--- src/hw/rtl/ilt_pkg.sv ---
// Shared types and constants for the incubator lamp thermostat.
// Holds state encodings, block-to-block structs and the fixed field widths.
// No dependencies.
package ilt_pkg;

   // Field widths
   localparam int TEMP_W   = 15;  // sample, average, limits
   localparam int STAT_W   = 16;  // peak / trough
   localparam int WEIGHT_W = 8;   // blend weight N
   localparam int CREDIT_W = 7;
   localparam int IDX_W    = 2;

   // Blend datapath widths
   localparam int ACC_W = 24;            // N*avg + sample, signed
   localparam int NUM_W = ACC_W - 1;     // magnitude of the numerator
   localparam int DVS_W = WEIGHT_W + 1;  // divisor N+1
   localparam int CNT_W = 5;

   localparam int MUL_STEPS = WEIGHT_W;  // one weight bit per cycle
   localparam int DIV_STEPS = NUM_W;     // one quotient bit per cycle

   // Register indexes
   localparam logic [IDX_W-1:0] REG_LOW_LIMIT    = 2'd0;
   localparam logic [IDX_W-1:0] REG_HIGH_LIMIT   = 2'd1;
   localparam logic [IDX_W-1:0] REG_BLEND_WEIGHT = 2'd2;

   // Register reset values
   localparam logic signed [TEMP_W-1:0] LOW_LIMIT_RST    = 15'sd3720;
   localparam logic signed [TEMP_W-1:0] HIGH_LIMIT_RST   = 15'sd3780;
   localparam logic [WEIGHT_W-1:0]      BLEND_WEIGHT_RST = 8'd9;

   // Min/max tracker reset values
   localparam logic signed [STAT_W-1:0] PEAK_RST   = 16'sh8000;
   localparam logic signed [STAT_W-1:0] TROUGH_RST = 16'sh7FFF;

   // Lamp decision constants
   localparam logic signed [STAT_W-1:0] PLAUSIBLE_TOP = 16'sd4000;
   localparam logic [CREDIT_W:0]        CREDIT_UP     = 8'd10;
   localparam logic [CREDIT_W-1:0]      CREDIT_DOWN   = 7'd4;
   localparam logic [CREDIT_W-1:0]      CREDIT_LOCK   = 7'd100;
   localparam logic [CREDIT_W-1:0]      CREDIT_MAX    = 7'd127;

   // Item kinds carried on req_tuser
   localparam logic KIND_SAMPLE = 1'b0;
   localparam logic KIND_TICK   = 1'b1;

   typedef enum logic [1:0] {
      T_IDLE,
      T_BLEND,
      T_COMMIT
   } top_state_type;

   typedef enum logic [2:0] {
      BL_IDLE,
      BL_MUL,
      BL_ABS,
      BL_DIV,
      BL_SIGN
   } blend_state_type;

   typedef struct packed {
      logic                       start;
      logic [WEIGHT_W-1:0]        weight;
      logic signed [TEMP_W-1:0]   average;
      logic signed [TEMP_W-1:0]   sample;
   } blend_req_type;

   typedef struct packed {
      logic                       done;
      logic signed [TEMP_W-1:0]   average;
   } blend_rsp_type;

   typedef struct packed {
      logic                lamp;
      logic [CREDIT_W-1:0] credit;
      logic                lockout;
   } lamp_state_type;

endpackage

--- src/hw/rtl/incubator_lamp_thermostat_top.sv ---
// A tick, or the first sample after reset, goes straight to the commit, which loads the
// output register once it is free; a later sample first runs the bit-serial blend unit
// (8 multiply steps, one per weight bit, an abs step, 23 restoring-divide steps, a sign
// step). Throughput: one item at a time; the next item is taken as soon as the result
// sits in the output register. Reset (synchronous, active high) clears the average,
// lamp, credit, lockout and min/max trackers and loads the register defaults.
module incubator_lamp_thermostat_top
   import ilt_pkg::*;
(
   input  logic              clock,
   input  logic              reset,
   // Input channel
   input  logic              req_tvalid,
   output logic              req_tready,
   input  logic [15:0]       req_tdata,   // [14:0] temp_sample, [15] zero
   input  logic              req_tuser,   // [0] req_type
   // Result channel
   output logic              rsp_tvalid,
   input  logic              rsp_tready,
   output logic [55:0]       rsp_tdata,   // [0] lamp_on, [1] temp_error,
                                          // [16:2] avg_temp, [32:17] peak_temp,
                                          // [48:33] trough_temp, [55:49] lamp_credit
   // Configuration port
   input  logic              csr_wr_en,
   input  logic [IDX_W-1:0]  csr_index,
   input  logic [TEMP_W-1:0] csr_wdata
);

   top_state_type st_ff, st_in;

   // Configuration registers
   logic signed [TEMP_W-1:0] low_ff, high_ff;
   logic [WEIGHT_W-1:0]      weight_ff;

   // Thermostat state
   logic signed [TEMP_W-1:0] avg_ff, avg_in;
   logic                     loaded_ff, loaded_in;
   lamp_state_type           lamp_ff, lamp_in;
   logic signed [STAT_W-1:0] peak_ff, peak_in;
   logic signed [STAT_W-1:0] trough_ff, trough_in;

   // Item in flight
   logic                     kind_ff;
   logic signed [TEMP_W-1:0] sample_ff;

   // Output register
   logic                     rsp_valid_ff, rsp_valid_in;
   logic [55:0]              rsp_data_ff, rsp_data_in;

   logic                     accept;
   logic                     commit;
   logic                     blend_start;
   logic                     err;
   logic signed [STAT_W-1:0] avg_x;

   blend_req_type            breq;
   blend_rsp_type            brsp;
   lamp_state_type           lamp_nxt;

   assign accept = req_tvalid && req_tready;

   // Next state
   always_comb begin
      st_in = st_ff;
      case (st_ff)
         T_IDLE: begin
            if (accept) begin
               if ((req_tuser == KIND_SAMPLE) && loaded_ff) st_in = T_BLEND;
               else st_in = T_COMMIT;
            end
         end
         T_BLEND:  if (brsp.done) st_in = T_COMMIT;
         T_COMMIT: if (commit) st_in = T_IDLE;
         default:  st_in = T_IDLE;
      endcase
   end

   // FSM outputs
   always_comb begin
      req_tready  = (st_ff == T_IDLE);
      blend_start = (st_ff == T_IDLE) && req_tvalid && (req_tuser == KIND_SAMPLE) && loaded_ff;
      commit      = (st_ff == T_COMMIT) && (!rsp_valid_ff || rsp_tready);
   end

   // Blend unit
   always_comb begin
      breq.start   = blend_start;
      breq.weight  = weight_ff;
      breq.average = avg_ff;
      breq.sample  = req_tdata[TEMP_W-1:0];
   end

   ilt_blend u_blend (
      .clock (clock),
      .reset (reset),
      .req   (breq),
      .rsp   (brsp)
   );

   // Tick decision
   ilt_lamp u_lamp (
      .cur        (lamp_ff),
      .average    (avg_ff),
      .low_limit  (low_ff),
      .high_limit (high_ff),
      .nxt        (lamp_nxt),
      .temp_error (err)
   );

   // State update at commit
   always_comb begin
      avg_in    = avg_ff;
      loaded_in = loaded_ff;
      lamp_in   = lamp_ff;
      peak_in   = peak_ff;
      trough_in = trough_ff;
      avg_x     = STAT_W'(avg_ff);
      if (commit) begin
         if (kind_ff == KIND_TICK) begin
            lamp_in = lamp_nxt;
         end else begin
            avg_in    = loaded_ff ? brsp.average : sample_ff;
            loaded_in = 1'b1;
            avg_x     = STAT_W'(avg_in);
            if (avg_x > peak_ff) peak_in = avg_x;
            else if (avg_x < trough_ff) trough_in = avg_x;
         end
      end
   end

   // Output register
   always_comb begin
      rsp_valid_in = rsp_valid_ff && !rsp_tready;
      rsp_data_in  = rsp_data_ff;
      if (commit) begin
         rsp_valid_in = 1'b1;
         rsp_data_in  = {lamp_in.credit, trough_in, peak_in, avg_in,
                         (kind_ff == KIND_TICK) && err, lamp_in.lamp};
      end
   end

   always_ff @(posedge clock) begin
      if (reset) begin
         st_ff        <= T_IDLE;
         low_ff       <= LOW_LIMIT_RST;
         high_ff      <= HIGH_LIMIT_RST;
         weight_ff    <= BLEND_WEIGHT_RST;
         avg_ff       <= '0;
         loaded_ff    <= 1'b0;
         lamp_ff      <= '0;
         peak_ff      <= PEAK_RST;
         trough_ff    <= TROUGH_RST;
         rsp_valid_ff <= 1'b0;
      end else begin
         st_ff        <= st_in;
         avg_ff       <= avg_in;
         loaded_ff    <= loaded_in;
         lamp_ff      <= lamp_in;
         peak_ff      <= peak_in;
         trough_ff    <= trough_in;
         rsp_valid_ff <= rsp_valid_in;
         if (csr_wr_en) begin
            case (csr_index)
               REG_LOW_LIMIT:    low_ff    <= csr_wdata;
               REG_HIGH_LIMIT:   high_ff   <= csr_wdata;
               REG_BLEND_WEIGHT: weight_ff <= csr_wdata[WEIGHT_W-1:0];
               default: ;
            endcase
         end
      end
      rsp_data_ff <= rsp_data_in;
      if (accept) begin
         kind_ff   <= req_tuser;
         sample_ff <= req_tdata[TEMP_W-1:0];
      end
   end

   assign rsp_tvalid = rsp_valid_ff;
   assign rsp_tdata  = rsp_data_ff;

endmodule

--- src/hw/rtl/ilt_blend.sv ---
// Running-average blend unit: (N*avg + sample) / (N+1), truncated toward zero.
// Bit-serial multiply over the weight bits, then restoring divide one bit a cycle.
// Depends on ilt_pkg.
module ilt_blend
   import ilt_pkg::*;
(
   input  logic          clock,
   input  logic          reset,
   input  blend_req_type req,
   output blend_rsp_type rsp
);

   blend_state_type st_ff, st_in;

   logic [CNT_W-1:0]        cnt_ff, cnt_in;
   logic [WEIGHT_W-1:0]     nsr_ff, nsr_in;
   logic signed [ACC_W-1:0] mcand_ff, mcand_in;
   logic signed [ACC_W-1:0] acc_ff, acc_in;
   logic [DVS_W-1:0]        dvs_ff, dvs_in;
   logic [DVS_W-1:0]        rem_ff, rem_in;
   logic [NUM_W-1:0]        num_ff, num_in;
   logic                    neg_ff, neg_in;

   logic [DVS_W:0]          trial;
   logic [DVS_W:0]          diff;
   logic                    qbit;
   logic [ACC_W-1:0]        acc_neg;
   logic [TEMP_W-1:0]       quot;

   // Next state
   always_comb begin
      st_in = st_ff;
      case (st_ff)
         BL_IDLE: if (req.start) st_in = BL_MUL;
         BL_MUL:  if (cnt_ff == CNT_W'(MUL_STEPS - 1)) st_in = BL_ABS;
         BL_ABS:  st_in = BL_DIV;
         BL_DIV:  if (cnt_ff == CNT_W'(DIV_STEPS - 1)) st_in = BL_SIGN;
         BL_SIGN: st_in = BL_IDLE;
         default: st_in = BL_IDLE;
      endcase
   end

   // Divide step: shift in the next numerator bit, subtract if it fits
   assign trial   = {rem_ff, num_ff[NUM_W-1]};
   assign diff    = trial - {1'b0, dvs_ff};
   assign qbit    = (trial >= {1'b0, dvs_ff});
   assign acc_neg = -acc_ff;

   // Datapath next values
   always_comb begin
      cnt_in   = cnt_ff;
      nsr_in   = nsr_ff;
      mcand_in = mcand_ff;
      acc_in   = acc_ff;
      dvs_in   = dvs_ff;
      rem_in   = rem_ff;
      num_in   = num_ff;
      neg_in   = neg_ff;
      case (st_ff)
         BL_IDLE: begin
            if (req.start) begin
               cnt_in   = '0;
               nsr_in   = req.weight;
               mcand_in = ACC_W'(req.average);
               acc_in   = ACC_W'(req.sample);
               dvs_in   = {1'b0, req.weight} + DVS_W'(1);
            end
         end
         BL_MUL: begin
            if (nsr_ff[0]) acc_in = acc_ff + mcand_ff;
            mcand_in = mcand_ff <<< 1;
            nsr_in   = nsr_ff >> 1;
            cnt_in   = cnt_ff + CNT_W'(1);
         end
         BL_ABS: begin
            neg_in = acc_ff[ACC_W-1];
            num_in = acc_ff[ACC_W-1] ? acc_neg[NUM_W-1:0] : acc_ff[NUM_W-1:0];
            rem_in = '0;
            cnt_in = '0;
         end
         BL_DIV: begin
            rem_in = qbit ? diff[DVS_W-1:0] : trial[DVS_W-1:0];
            num_in = {num_ff[NUM_W-2:0], qbit};
            cnt_in = cnt_ff + CNT_W'(1);
         end
         BL_SIGN: begin
         end
         default: begin
         end
      endcase
   end

   always_ff @(posedge clock) begin
      if (reset) begin
         st_ff <= BL_IDLE;
      end else begin
         st_ff <= st_in;
      end
      cnt_ff   <= cnt_in;
      nsr_ff   <= nsr_in;
      mcand_ff <= mcand_in;
      acc_ff   <= acc_in;
      dvs_ff   <= dvs_in;
      rem_ff   <= rem_in;
      num_ff   <= num_in;
      neg_ff   <= neg_in;
   end

   // Result: quotient magnitude fits the sample width; restore the sign
   assign quot = num_ff[TEMP_W-1:0];

   always_comb begin
      rsp.done    = (st_ff == BL_SIGN);
      rsp.average = neg_ff ? -quot : quot;
   end

endmodule

--- src/hw/rtl/ilt_lamp.sv ---
// Lamp decision for a tick: lockout update, lamp drive, duty credit, error flag.
// Pure combinational; the caller registers the new state.
// Depends on ilt_pkg.
module ilt_lamp
   import ilt_pkg::*;
(
   input  lamp_state_type           cur,
   input  logic signed [TEMP_W-1:0] average,
   input  logic signed [TEMP_W-1:0] low_limit,
   input  logic signed [TEMP_W-1:0] high_limit,
   output lamp_state_type           nxt,
   output logic                     temp_error
);

   logic signed [STAT_W-1:0] avg_x;
   logic signed [STAT_W-1:0] low_x;
   logic signed [STAT_W-1:0] high_x;
   logic                     lock;
   logic [CREDIT_W:0]        credit_up;

   assign avg_x  = STAT_W'(average);
   assign low_x  = STAT_W'(low_limit);
   assign high_x = STAT_W'(high_limit);

   // Lockout: set once credit reaches CREDIT_LOCK, cleared once credit drains
   always_comb begin
      lock = cur.lockout;
      if (cur.credit >= CREDIT_LOCK) lock = 1'b1;
      else if (cur.credit == '0) lock = 1'b0;
   end

   assign credit_up = {1'b0, cur.credit} + CREDIT_UP;

   always_comb begin
      nxt         = cur;
      nxt.lockout = lock;
      temp_error  = 1'b0;
      if ((avg_x > 16'sd0) && (avg_x < PLAUSIBLE_TOP) && !lock && (avg_x < low_x)) begin
         nxt.lamp   = 1'b1;
         nxt.credit = credit_up[CREDIT_W] ? CREDIT_MAX : credit_up[CREDIT_W-1:0];
      end else if (lock || (avg_x > high_x)) begin
         nxt.lamp   = 1'b0;
         nxt.credit = (cur.credit >= CREDIT_DOWN) ? (cur.credit - CREDIT_DOWN) : '0;
      end else if ((avg_x >= low_x) && (avg_x <= high_x)) begin
         // in band: hold
      end else begin
         nxt.lamp   = 1'b0;
         temp_error = 1'b1;
      end
   end

endmodule

--- config.mk ---
export PLATFORM = sky130hd
export DESIGN_NAME = incubator_lamp_thermostat_top
export DESIGN_NICKNAME = d
export VERILOG_FILES = /design/src/hw/rtl/ilt_pkg.sv /design/src/hw/rtl/incubator_lamp_thermostat_top.sv /design/src/hw/rtl/ilt_blend.sv /design/src/hw/rtl/ilt_lamp.sv
export SDC_FILE = /design/constraint.sdc
export NUM_CORES = 1
export LEC_CHECK = 0
export BUFFER_PORTS_ARGS = -buffer_cell sky130_fd_sc_hd__buf_2
export CELL_PAD_IN_SITES_DETAIL_PLACEMENT = 0
export CELL_PAD_IN_SITES_GLOBAL_PLACEMENT = 1
export CORE_MARGIN = 8
export CORE_UTILIZATION = 51
export CTS_BUF_LIST = sky130_fd_sc_hd__clkbuf_4
export CTS_CLUSTER_DIAMETER = 50
export DETAILED_ROUTE_END_ITERATION = 7
export GPL_TIMING_DRIVEN = 0
export HOLD_SLACK_MARGIN = 0.03
export MAX_ROUTING_LAYER = met4
export PLACE_DENSITY_LB_ADDON = 0.1
export SETUP_SLACK_MARGIN = 0.3
export SYNTH_ARGS = -nofsm -noshare
export SYNTH_HDL_FRONTEND = slang
export SYNTH_HIERARCHICAL = 1
export SYNTH_SLANG_ARGS = --single-unit
--- constraint.sdc ---
create_clock -name clock -period 9.6 [get_ports clock]
set_clock_uncertainty 0.05 [all_clocks]
set_input_delay 1.44 -clock clock [delete_from_list [all_inputs] [get_ports clock]]
set_output_delay 1.44 -clock clock [all_outputs]
set_load 0.03 [all_outputs]
# Yosys cells after proc, flatten, opt, wreduce, memory -nomap -nowiden
# Cells that the tools add are included.
# word_totals
input_bits,39
elab_cells,144
ram_bits,0
output_inout_bits,58
memories,0
ff_bits,276
latchBits,0
mem_bits_ro,0
# classes
multipliers,0
div_mod_pow,0
shift,0
n_lt_le_gt_ge,11
bitwise_logic,2
add_sub_neg,8
n_mux,47
n_eq_ne,17
n_reduce_logical,35
# op_table
cell,n
16-bit two-way mux,7
24-bit case mux with 2 select lines,2
24-bit two-way mux,3
15-bit two-way mux,4
23-bit case mux with 2 select lines,1
9-bit two-way mux,3
24-bit adder,1
23-bit two-way mux,1
23-bit negation,1
7-bit two-way mux,3
9-bit case mux with 2 select lines,1
15-bit by 16-bit greater-than comparator with 1-bit output,1
15-bit by 16-bit < comparator with 1-bit output,1
8-bit two-way mux,2
8-bit case mux with 2 select lines,1
2-bit AND reduction,8
15-bit >= comparator,1
"15-bit by 1-bit greater-than comparator with 1-bit output, second input constant",1
15-bit greater-than comparator,1
15-bit less-or-equal comparator,1
"15-bit by 13-bit < comparator with 1-bit output, second input constant",1
15-bit < comparator,1
15-bit negation,1
5-bit case mux with 3 select lines,1
other kinds (34),72

# Logic depth before layout (Yosys ltp)
# Gate-level depths: netlist of the first run.
# logic_depth
depth_word,9
ltp_mapped,15
mapped_depth_nobuf,14

# Cells and area by module
# The synthesis of the first run kept the hierarchy.
# modules_own_cells
module,seq_area_each_um2,area_per_inst_um2,instances,cells_per_inst
incubator_lamp_thermostat_top,4124.0,6964.2,1,595
ilt_blend,3153.0,6806.5,1,700
ilt_lamp,0.0,1263.7,1,186

# Worst setup path before layout of the first run
# Ideal clock, no wire load.
# synth_path
kind,in2reg
from,in rsp_tready
to,"reg rsp_data_ff[0], in the netlist rsp_tdata[0], data pin"
cell_stages,4
t_required_ns,9.287
setup_slack_ns,4.159
t_arrival_ns,5.128
n_path_buf,0
setup_time_ns,0.263
path_cell_list,nor2b_1 -> nor2_1 -> nand2_1 -> mux2_2
# synth_rtl
item,line,source
start: declaration,incubator_lamp_thermostat_top.sv:19,"input logic rsp_tready,"
end signal: assignment,incubator_lamp_thermostat_top.sv:171,rsp_data_ff <= rsp_data_in;
end: declaration,incubator_lamp_thermostat_top.sv:48,"logic [55:0] rsp_data_ff, rsp_data_in;"

==> results of run 1 <==
sequential cells by signal (all words and copies together), names as in the netlist:
register          cells
rsp_tvalid            1
high_ff              15
u_blend/dvs_ff        9
u_blend/num_ff       23
st_ff                 2
u_blend/acc_ff       24
sample_ff            15
loaded_ff             1
trough_ff            16
avg_ff               15
u_blend/rem_ff        9
u_blend/nsr_ff        8
u_blend/cnt_ff        5
kind_ff               1
u_blend/neg_ff        1
weight_ff             8
rsp_tdata            56
lamp_ff               9
low_ff               15
u_blend/mcand_ff     24
peak_ff              16
u_blend/st_ff         3
area by class of cell:
type / count / share of cell area
sequential: 276 / 0.4260
multi-input combinational: 1047 / 0.4180
clock buffer: 118 / 0.05186
timing repair buffer: 98 / 0.03062
tap: 390 / 0.02857
inverter: 96 / 0.02110
buffer: 62 / 0.01626
clock inverter: 21 / 0.007398
antenna: 1 / 0.0001465
cells in the mapped netlist, drive strengths merged, types with 7 or more instances:
master / n / area (µm²)
or2: 8 / 50.05
nand4: 23 / 143.9
mux2i: 18 / 205.2
xor2: 33 / 289.0
nor4: 13 / 117.6
nand2b: 9 / 56.30
edfxtp: 175 / 5255
and2: 43 / 269.0
xnor2: 37 / 324.1
o211ai: 20 / 160.2
o21ai: 92 / 471.7
nand2: 193 / 727.0
clkbuf: 39 / 146.4
ha: 102 / 1276
a211oi: 14 / 110.1
inv: 96 / 360.4
o31ai: 15 / 127.6
mux2: 54 / 634.4
a21o: 24 / 180.2
dfxtp: 101 / 2022
nor2: 91 / 349.1
or3: 7 / 43.79
nand3: 45 / 230.2
nor2b: 11 / 68.82
nor3: 22 / 131.4
buf: 23 / 131.4
a21oi: 98 / 494.2
cell usage in the layout (no fill, tap or decap), types with 5 or more instances in the layout:
cell and count:
sky130_fd_sc_hd__mux2_4 7, sky130_fd_sc_hd__buf_2 110, sky130_fd_sc_hd__nand4_1 23, sky130_fd_sc_hd__nand2b_1 9, sky130_fd_sc_hd__xor2_1 33, sky130_fd_sc_hd__inv_1 96
sky130_fd_sc_hd__nor2b_1 10, sky130_fd_sc_hd__mux2i_1 16, sky130_fd_sc_hd__and3_1 6, sky130_fd_sc_hd__a31oi_1 6, sky130_fd_sc_hd__a211oi_1 13, sky130_fd_sc_hd__a21oi_1 97
sky130_fd_sc_hd__o31ai_1 12, sky130_fd_sc_hd__clkbuf_4 118, sky130_fd_sc_hd__buf_4 6, sky130_fd_sc_hd__o21a_1 5, sky130_fd_sc_hd__nand2_1 192, sky130_fd_sc_hd__dfxtp_1 101
sky130_fd_sc_hd__and2_1 43, sky130_fd_sc_hd__o211ai_1 18, sky130_fd_sc_hd__ha_1 102, sky130_fd_sc_hd__xnor2_1 37, sky130_fd_sc_hd__o21ai_1 17, sky130_fd_sc_hd__or3_1 7
sky130_fd_sc_hd__mux2_2 47, sky130_fd_sc_hd__nand3_1 44, sky130_fd_sc_hd__nand3b_1 6, sky130_fd_sc_hd__o21ai_0 72, sky130_fd_sc_hd__nor4_1 10, sky130_fd_sc_hd__clkbuf_1 39
sky130_fd_sc_hd__nor2_1 89, sky130_fd_sc_hd__a21o_1 24, sky130_fd_sc_hd__edfxtp_1 175, sky130_fd_sc_hd__or2_2 5, sky130_fd_sc_hd__clkinv_1 12, sky130_fd_sc_hd__nor3_1 19
sky130_fd_sc_hd__o41ai_1 5
power by group through the flow:
stage / registers (mW) / clock network, mW / logic (mW)
after CTS: 1.32 / 1.13 / 0.297
final: 1.32 / 1.09 / 0.296
after global routing: 1.33 / 1.19 / 0.327
after detailed placement: 1.35 / 0 / 0.295
after global placement: 1.35 / 0 / 0.289
after floorplan: 1.36 / 0 / 0.188
cells by family (layout without fill, tap and decap cells):
| family | after synthesis | after routing |
|---|---|---|
| buf+inv | 158 | 395 |
| mux | 72 | 72 |
| xor+xnor | 70 | 70 |
| compound gates | 307 | 307 |
| fa+ha+maj | 104 | 104 |
| flops | 276 | 276 |
| other cells | 0 | 1 |
| simple gates | 494 | 494 |
worst paths after layout:
check,start,cells past startpoint,slack [ps],endpoint
worst max-delay path,u_blend/num_ff[5],13,4940,rsp_tdata[45]
worst min-delay path,high_ff[14],2,410,high_ff[14]
worst max register to register,u_blend/num_ff[5],13,4940,rsp_tdata[45]
worst min register to register,high_ff[14],2,410,high_ff[14]
worst max-delay path, stage by stage, from the launching register on:
cell and delay (ps):
sky130_fd_sc_hd__edfxtp_1 480, sky130_fd_sc_hd__nor4_1 480, sky130_fd_sc_hd__nand4_1 250, sky130_fd_sc_hd__o41ai_1 380
sky130_fd_sc_hd__xnor2_1 110, sky130_fd_sc_hd__mux2_2 350, sky130_fd_sc_hd__ha_1 340, sky130_fd_sc_hd__nand4_1 200
sky130_fd_sc_hd__nor4_1 550, sky130_fd_sc_hd__o21ai_0 210, sky130_fd_sc_hd__mux2i_1 540, sky130_fd_sc_hd__buf_2 340
sky130_fd_sc_hd__nand3_1 120, sky130_fd_sc_hd__o21ai_0 100
layer usage:
layer | part of all wire | GRT usage | vias up | wire length (µm)
met4 | 0.016 | 0.06303 | 0 | 612
li1 | - | - | 5718 | -
met5 | 0 | - | - | 0
met1 | 0.47 | 0.2986 | 5539 | 18190
met2 | 0.45 | 0.3407 | 310 | 17410
met3 | 0.058 | 0.03603 | 50 | 2225
==> reports/summary.txt, run 1 <==
===================================================================================
Status ...............................................................    completed
Switching pwr ........................................................    0.7100 mW
Worst VDD drop .......................................................     89.58 µV
Yosys warns ..........................................................            6
Maximum Capacitance Violations .......................................            0
Share of final-layout standard cells stronger than drive strength 1 ..       0.1967
Switching part of the total ..........................................       0.2620
Count of placed standard cells in the final layout, fillers left out .         2109
Clock-pin slew on the worst setup and hold paths .....................        60 ps
Cell row count .......................................................           63
GPL Wtd Cong .........................................................       0.8971
Path category of the worst min-delay check ...........................      reg2reg
Total negative setup slack ...........................................         0 ps
Utilization of the core after routing ................................       0.5825
H-tree levels ........................................................            3
Final critical delay including setup and external delays .............      4660 ps
Worst slack at placement .............................................      5044 ps
Worst Setup Path Type ................................................      reg2reg
Pwr Density .......................................................... 158.7 nW/µm²
Portion of total power attributed to sequential cells ................        0.488
Starting DRT DRC Count ...............................................          612
Post_cts resized .....................................................            0
Relative max-transition margin .......................................       0.3025
Root cell of the clock tree .......................................... sky130_fd_sc_hd__clkbuf_4
Maximum number of pins on one net before global-route repair .........           33
Largest family of logic cells by synthesized area .................... simple AND/OR/NAND/NOR gates
Clock latency reported for the late side of the worst-skew pair ......       680 ps
Ratio of final minimum period to clock period ........................       0.4854
Number of antenna violations at the first check in global routing ....            1
Min setup slack post-route ...........................................      4940 ps
Via count ............................................................        11620
Cells after Synth ....................................................         1481
Max Clock Freq .......................................................    214.6 MHz
Area taken by flip-flops and latches .................................     7277 µm²
Endpoint arrival time on the critical path ...........................      5120 ps
Static Leakage .......................................................     7.056 nW
Final slew viol count ................................................            0
Xor and xnor area share after synthesis ..............................      0.04078
Clock group share of total power .....................................        0.403
Fin area .............................................................    17080 µm²
Fraction of the mapped netlist area in simple logic gates ............       0.1609
Critical path required time ..........................................     10060 ps
Net count after synthesis ............................................         1624
Internal power .......................................................     2.000 mW
Type of element launching the critical path ..........................    flip-flop
CTS tree .............................................................          yes
Number of nets with antenna violations after detailed routing ........            0
Via count of the first global-routing pass ...........................        11460
Total chip power .....................................................     2.710 mW
Net count reported at finish .........................................         1801
Worst Max-Slew Pin Slew ..............................................      1046 ps
Critical path fanouts, max ...........................................           10
Syn Std Cell Area ....................................................    15030 µm²
Kind of capture point of the worst setup path ........................    flip-flop
Placed inst area .....................................................    16070 µm²
Setup fix buffers added after clock tree synthesis ...................            0
Number of inserted filler cells in the final layout ..................         2706
Share of the synthesized area in compound gates (AO/OA/AOI/OAI) ......       0.1285
Setup repair after global routing missed its margin ..................           no
Via density per instance .............................................        5.508
Synthesized-area fraction occupied by adder cells ....................      0.08755
Inserted Clock Buffers ...............................................           77
Minimum hold slack ...................................................     407.6 ps
Proportion of power drawn by combinational gates .....................        0.109
Count of unresolved DRC violations after routing .....................            0
Sequential element share of the synthesized area .....................       0.4840
Detailed-route wire length ...........................................     38440 µm
Standard cell core area ..............................................    29320 µm²
Gr ovfl total ........................................................            0
Die height ...........................................................     187.7 µm
Count of endpoints failing hold in the final timing report ...........            0
Layout Area Growth over Synthesis ....................................       13.62%
Effective utilization at floorplan ...................................       0.5127
Overall die width ....................................................     187.7 µm
Maximum count of clock buffers along a single path ...................            3
Number of enable flip-flop cells after synthesis .....................          175
Share of cell area taken by muxes after synthesis ....................      0.05584
Half-perimeter wire length of the detailed placement result ..........     28710 µm
Area enclosed by the die boundary ....................................    35230 µm²
Number of setup violations in the final report .......................            0
CTS Sinks ............................................................          276
First-pass GRT wire length ...........................................     60930 µm
Area occupied by multi-input gates ...................................     7141 µm²
Mean instance size in the synthesized netlist ........................    10.15 µm²
TritonRoute pass-1 iters .............................................            5
Predominant post-synthesis flop cell ................................. sky130_fd_sc_hd__edfxtp_1
Unique cell type count in the Yosys netlist ..........................           82
Number of buffers inserted by port buffering .........................           95
Routed length per placed instance ....................................     18.23 µm
Post-Place Cells .....................................................         1969
Count of boundary I/O pins ...........................................           97
Global Route Usage Sum ...............................................       0.2211
Number of hold buffers added after cts ...............................            0
Number of flip-flops and latches in the synthesized netlist ..........          276
Async set or reset register ratio after synthesis ....................            0
===================================================================================
Note: power is estimated with default switching activity, not from simulation.
==> inputs of run 2 (changes only) <==
CORE_UTILIZATION = 45   (was 51)
clock period = 3.9 ns   (was 9.6 ns; I/O delays follow)
==> run 2 against run 1 <==
Final area grew 6.2%. Worst hold slack lost 310 ps. Critical path type unchanged. The run now ends with setup timing left. Via count grew 0.33%. Clock power grew to 2.7 times the previous value. Die area grew 12%.
==> reports/summary.txt, run 2 (synthesized netlist as in run 1, its figures left out) <==
===================================================================================
Min setup slack post-route ...........................................    -120.2 ps
Net count reported at finish .........................................         1854
Minimum hold slack ...................................................     94.58 ps
Clock-pin slew on the worst setup and hold paths .....................        70 ps
Inserted Clock Buffers ...............................................           76
Placed inst area .....................................................    16240 µm²
Overall die width ....................................................     198.8 µm
Root cell of the clock tree .......................................... sky130_fd_sc_hd__clkbuf_4
Fin area .............................................................    18130 µm²
Relative max-transition margin .......................................       0.3504
Setup repair after global routing missed its margin ..................          yes
Worst Max-Slew Pin Slew ..............................................     974.5 ps
Crit-path cells ...................................................... nor4_4 > nand4_1 > o41ai_2 > xnor2_1 > mux2_4 > ha_4 > nand4_1 > buf_4 > a2111oi_4 > nor4_4 > buf_6 > mux2i_4 > buf_12 > mux2_4 > or2_1
Path category of the worst min-delay check ...........................       in2reg
Kind of capture point of the worst setup path ........................    flip-flop
Endpoint arrival time on the critical path ...........................      4590 ps
Count of boundary I/O pins ...........................................           97
Via count of the first global-routing pass ...........................        11650
GPL Wtd Cong .........................................................       0.8728
Static Leakage .......................................................     7.470 nW
Max Clock Freq .......................................................    248.7 MHz
CTS Sinks ............................................................          276
Worst VDD drop .......................................................     237.9 µV
Internal power .......................................................     5.253 mW
Number of buffers inserted by port buffering .........................           95
Number of setup violations in the final report .......................           60
Post-Place Cells .....................................................         2027
Share of final-layout standard cells stronger than drive strength 1 ..       0.2307
CP max stage cell .................................................... sky130_fd_sc_hd__edfxtp_1
Maximum count of clock buffers along a single path ...................            3
Starting DRT DRC Count ...............................................          609
Maximum Capacitance Violations .......................................            0
Number of antenna violations at the first check in global routing ....            3
Final critical delay including setup and external delays .............      4020 ps
Count of endpoints failing hold in the final timing report ...........            0
Effective utilization at floorplan ...................................       0.4529
Worst Setup Path Type ................................................      reg2reg
Violations in the final reports ...................................... setup timing
Maximum number of pins on one net before global-route repair .........           37
Die height ...........................................................     198.8 µm
Critical path required time ..........................................      4470 ps
Highest-count cells in the layout ignoring fill and taps ............. 192 x sky130_fd_sc_hd__nand2_1, 175 x sky130_fd_sc_hd__edfxtp_1, 127 x sky130_fd_sc_hd__clkbuf_4, 106 x sky130_fd_sc_hd__buf_2, 101 x sky130_fd_sc_hd__dfxtp_1
Count of unresolved DRC violations after routing .....................            0
TritonRoute pass-1 iters .............................................            5
Total negative setup slack ...........................................     -4609 ps
Clock latency reported for the late side of the worst-skew pair ......       750 ps
Count of placed standard cells in the final layout, fillers left out .         2223
Ratio of final minimum period to clock period ........................        1.031
First-pass GRT wire length ...........................................     63370 µm
Worst slack at placement .............................................    -583.1 ps
Switching pwr ........................................................     1.788 mW
Routed length per placed instance ....................................     18.21 µm
Global Route Usage Sum ...............................................       0.2126
Area enclosed by the die boundary ....................................    39520 µm²
H-tree levels ........................................................            3
Via density per instance .............................................        5.243
Half-perimeter wire length of the detailed placement result ..........     29770 µm
Cell row count .......................................................           67
Layout Area Growth over Synthesis ....................................       20.62%
Type of element launching the critical path ..........................    flip-flop
Final slew viol count ................................................            0
Detailed-route wire length ...........................................     40480 µm
Standard cell core area ..............................................    33200 µm²
Via count ............................................................        11660
Status ............................................................... complete, but fails checks
Switching part of the total ..........................................       0.2539
Most common cell after layout, fill and taps aside ................... sky130_fd_sc_hd__nand2_1
Cell family with most CP delay ....................................... simple AND/OR/NAND/NOR gates
Pwr Density .......................................................... 388.2 nW/µm²
Clock group share of total power .....................................        0.421
Number of inserted filler cells in the final layout ..................         3045
Buf/Inv on CP ........................................................            3
Portion of total power attributed to sequential cells ................        0.462
Critical path fanouts, max ...........................................            8
Maximum cell stage delay along the critical path .....................       440 ps
Number of nets with antenna violations after detailed routing ........            0
Largest register FFs .................................................           56
CTS tree .............................................................          yes
Proportion of power drawn by combinational gates .....................        0.116
Gr ovfl total ........................................................            0
===================================================================================
run 2: final cells by class:
class                      instances  area (µm²)  share of cell area
inverter                          96       360.3             0.01987
multi-input combinational       1047        7475              0.4122
clock inverter                    14       170.2            0.009383
buffer                            62       307.8             0.01697
antenna                            2       5.005           0.0002760
tap                              448       560.5             0.03091
sequential                       276        7277              0.4013
timing repair buffer             152        1033             0.05699
clock buffer                     126       945.9             0.05216
run 2: through the flow:
| step | utilization | total power [mW] |
|---|---|---|
| 3_3_place_gp | 0.4873 | 4.056 |
| 2_1_floorplan | - | 3.823 |
| 5_1_grt | 0.5463 | 7.386 |
| 4_1_cts | 0.5440 | 7.136 |
| 3_5_place_dp | 0.4893 | 4.066 |
| 6_report | 0.5463 | 7.041 |
run 2: layer usage:
layer	wire (µm)	GRT usage	share of wire	vias to the layer above
li1	-	-	-	5820
met1	18920	0.2736	0.47	5493
met2	18690	0.3338	0.46	286
met3	2137	0.04179	0.053	56
met4	726	0.07000	0.018	0
met5	0	-	0	-
run 2: path summary, 6_finish.rpt:
| kind | startpoint | endpoint | slack (ps) | depth (start not counted) |
|---|---|---|---|---|
| worst min-delay path | csr_wdata[2] | high_ff[2] | 90 | 3 |
| worst min register to register | high_ff[1] | high_ff[1] | 410 | 2 |
| worst max register to register | u_blend/num_ff[4] | peak_ff[15] | -120 | 15 |
| worst max-delay path | u_blend/num_ff[4] | peak_ff[15] | -120 | 15 |
run 2: power by group through the flow:
stage	Combinational [mW]	Clock, mW	Sequential (mW)
3_3_place_gp	0.735	0	3.32
6_report	0.820	2.96	3.26
5_1_grt	0.904	3.22	3.26
3_5_place_dp	0.747	0	3.32
4_1_cts	0.818	3.06	3.26
2_1_floorplan	0.474	0	3.35
run 2: worst register-to-register path, stage by stage, from the launching register on:
cell,delay [ps]
sky130_fd_sc_hd__edfxtp_1,440
sky130_fd_sc_hd__nor4_4,360
sky130_fd_sc_hd__nand4_1,230
sky130_fd_sc_hd__o41ai_2,280
sky130_fd_sc_hd__xnor2_1,100
sky130_fd_sc_hd__mux2_4,330
sky130_fd_sc_hd__ha_4,290
sky130_fd_sc_hd__nand4_1,130
sky130_fd_sc_hd__buf_4,180
sky130_fd_sc_hd__a2111oi_4,330
sky130_fd_sc_hd__nor4_4,90
sky130_fd_sc_hd__buf_6,150
sky130_fd_sc_hd__mux2i_4,240
sky130_fd_sc_hd__buf_12,180
sky130_fd_sc_hd__mux2_4,310
sky130_fd_sc_hd__or2_1,200
run 2: repair_timing:
action / 4_1_cts / 5_1_grt
endpoints found under the hold margin: 46 / 0
setup buffers: 19 / 3
setup endpoints to repair: 120 / 88
hold buffers: 31 / 0
cloned: 1 / 0
resized for setup: 64 / 17
pin swaps: 11 / 6
==> inputs of run 3 (changes only) <==
CORE_ASPECT_RATIO = 2   (was unset)
PLACE_DENSITY_LB_ADDON = 0.25   (was 0.1)
==> run 3 against run 2 <==
The flow still finishes with violations (setup timing). Critical endpoint is now rsp_tdata[35]. Critical path depth stayed put. Clock-buffer cell count is 42 lower. Highest routed layer unchanged. Global-route usage is 1.1 points higher. First-iteration DRC count is 2.8% higher. Fmax is 3.1% lower.
==> reports/summary.txt, run 3 (synthesized netlist as in run 1, its figures left out) <==
===================================================================================
Maximum Capacitance Violations .......................................            0
Crit-path cells ...................................................... nor4_4 > nand4_1 > o21ai_1 > xnor2_1 > mux2_4 > ha_1 > nand4_1 > nor2_1 > a211oi_1 > o21ai_0 > mux2_4 > nor2_4 > buf_12 > buf_6 > o21ai_4
Worst Max-Slew Pin Slew ..............................................      1146 ps
CTS Sinks ............................................................          276
Routed length per placed instance ....................................     20.07 µm
Path category of the worst min-delay check ...........................       in2reg
Kind of capture point of the worst setup path ........................    flip-flop
Worst VDD drop .......................................................     298.2 µV
Ratio of final minimum period to clock period ........................        1.064
Launch instance of the worst register-to-register path ............... u_blend/num_ff[7]
Final slew viol count ................................................            0
Critical path required time ..........................................      4300 ps
Total chip power .....................................................     6.426 mW
Worst slack at placement .............................................    -560.9 ps
Logic depth of the worst register-to-register path ...................           15
Largest register FFs .................................................           56
CTS tree .............................................................          yes
Die height ...........................................................     274.5 µm
Setup repair after global routing missed its margin ..................          yes
Via density per instance .............................................        5.470
CP max stage cell .................................................... sky130_fd_sc_hd__edfxtp_1
Global Route Usage Sum ...............................................       0.2238
Relative max-transition margin .......................................       0.2360
Standard cell core area ..............................................    32930 µm²
Utilization of the core after routing ................................       0.5505
GPL Wtd Cong .........................................................       0.8798
Type of element launching the critical path ..........................    flip-flop
Most common cell after layout, fill and taps aside ................... sky130_fd_sc_hd__nand2_1
Max Clock Freq .......................................................    241.0 MHz
Overall die width ....................................................     145.2 µm
Pwr Density .......................................................... 354.5 nW/µm²
Inserted Clock Buffers ...............................................           60
Effective utilization at floorplan ...................................       0.4565
Final critical delay including setup and external delays .............      4149 ps
Clock-pin slew on the worst setup and hold paths .....................        80 ps
Number of antenna violations at the first check in global routing ....            1
Area occupied by multi-input gates ...................................     7582 µm²
Violations in the final reports ...................................... setup timing
Cell row count .......................................................           94
Maximum cell stage delay along the critical path .....................       450 ps
Maximum count of clock buffers along a single path ...................            3
Area taken by flip-flops and latches .................................     7277 µm²
Static Leakage .......................................................     7.426 nW
Endpoint arrival time on the critical path ...........................      4550 ps
Net count reported at finish .........................................         1862
Register-to-Register Setup Slack .....................................      -250 ps
Highest-count cells in the layout ignoring fill and taps ............. 192 x sky130_fd_sc_hd__nand2_1, 175 x sky130_fd_sc_hd__edfxtp_1, 108 x sky130_fd_sc_hd__buf_2, 101 x sky130_fd_sc_hd__dfxtp_1, 94 x sky130_fd_sc_hd__inv_1
Layout Area Growth over Synthesis ....................................       20.57%
Via count of the first global-routing pass ...........................        12660
Worst Setup Path Type ................................................      reg2reg
Number of buffers inserted by port buffering .........................           95
Count of unresolved DRC violations after routing .....................            0
TritonRoute pass-1 iters .............................................            5
Starting DRT DRC Count ...............................................          626
Root cell of the clock tree .......................................... sky130_fd_sc_hd__clkbuf_4
Half-perimeter wire length of the detailed placement result ..........     33240 µm
Minimum hold slack ...................................................     181.6 ps
Hold wc startpoint ...................................................   rsp_tready
H-tree levels ........................................................            2
Count of boundary I/O pins ...........................................           97
Maximum number of pins on one net before global-route repair .........           38
Number of stages on the worst hold path ..............................            3
Post-Place Cells .....................................................         2011
RR Endpoint .......................................................... rsp_tdata[35]
Area enclosed by the die boundary ....................................    39870 µm²
Number of inserted filler cells in the final layout ..................         3041
Count of placed standard cells in the final layout, fillers left out .         2204
Number of setup violations in the final report .......................           58
Critical path fanouts, max ...........................................            5
Share of final-layout standard cells stronger than drive strength 1 ..       0.2315
First-pass GRT wire length ...........................................     67610 µm
Via count ............................................................        12060
Number of nets with antenna violations after detailed routing ........            0
Status ............................................................... complete, but fails checks
Count of endpoints failing hold in the final timing report ...........            0
Min setup slack post-route ...........................................    -249.5 ps
Detailed-route wire length ...........................................     44240 µm
Clock latency reported for the late side of the worst-skew pair ......       760 ps
Gr ovfl total ........................................................            0
Min-Delay Endpoint ...................................................   rsp_tvalid
===================================================================================
==> run 3: per-stage QoR <==
stage / setup TNS [ps] / cell area [µm²]
after floorplan: 0 / 15140
after global placement: -78610 / 16160
after detailed placement: -22680 / 16230
after CTS: -1432 / 17680
after global routing: -14280 / 18130
final: -6475 / 18130
==> run 3: repair_timing <==
item | 4_1_cts | 5_1_grt
setup buffers | 23 | 20
cloned | 0 | 3
resized for setup | 36 | 80
pin swaps | 8 | 8
hold buffers | 32 | 0
setup endpoints to repair | 64 | 64
hold endpoints to repair | 55 | 0
==> run 3: power breakdown <==
| group | switching (mW) | total [mW] | internal [mW] |
|---|---|---|---|
| sequential | 0.0599 | 3.26 | 3.20 |
| combinational | 0.508 | 0.855 | 0.347 |
| clock | 1.18 | 2.31 | 1.14 |
| total | 1.74 | 6.43 | 4.68 |
==> run 3: per-layer routing <==
layer	up-vias	wire length, µm	track usage
met3	145	1560	0.02642
met5	-	0	-
met4	0	3366	0.1603
met1	5769	15110	0.2008
met2	328	24200	0.4274
li1	5814	-	-
==> run 3: layout make-up <==
cell class	instances	area share
Clock buffer	84	0.03479
Buffer	62	0.01739
Clock inverter	30	0.009663
Tap cell	432	0.02982
Multi-Input combinational cell	1047	0.4183
Sequential cell	276	0.4014
Inverter	96	0.01988
Antenna cell	1	0.0001380
Timing Repair Buffer	176	0.06861
==> run 3: worst max path at each step <==
stage                      startpoint                  to  slack [ps]  depth (start not counted)
floorplan           u_blend/num_ff[7]       rsp_tdata[25]         230                         12
global placement            loaded_ff  u_blend/acc_ff[12]        -830                          6
detailed placement  u_blend/num_ff[7]       rsp_tdata[37]        -560                         13
CTS                 u_blend/num_ff[7]         peak_ff[15]         -70                         15
global route        u_blend/num_ff[7]       rsp_tdata[35]        -360                         15
finish              u_blend/num_ff[7]       rsp_tdata[35]        -250                         15
==> run 3: worst max-delay path: cells and delay by family (launching register included) <==
family / cells / cell delay (ps)
XOR/XNOR: 1 / 90
AO/OA/AOI/OAI: 4 / 840
AND/OR/NAND/NOR: 5 / 1130
adder cells (fa/ha/maj): 1 / 320
buffers and inverters: 2 / 250
multiplexers: 2 / 720
flip-flops: 1 / 450
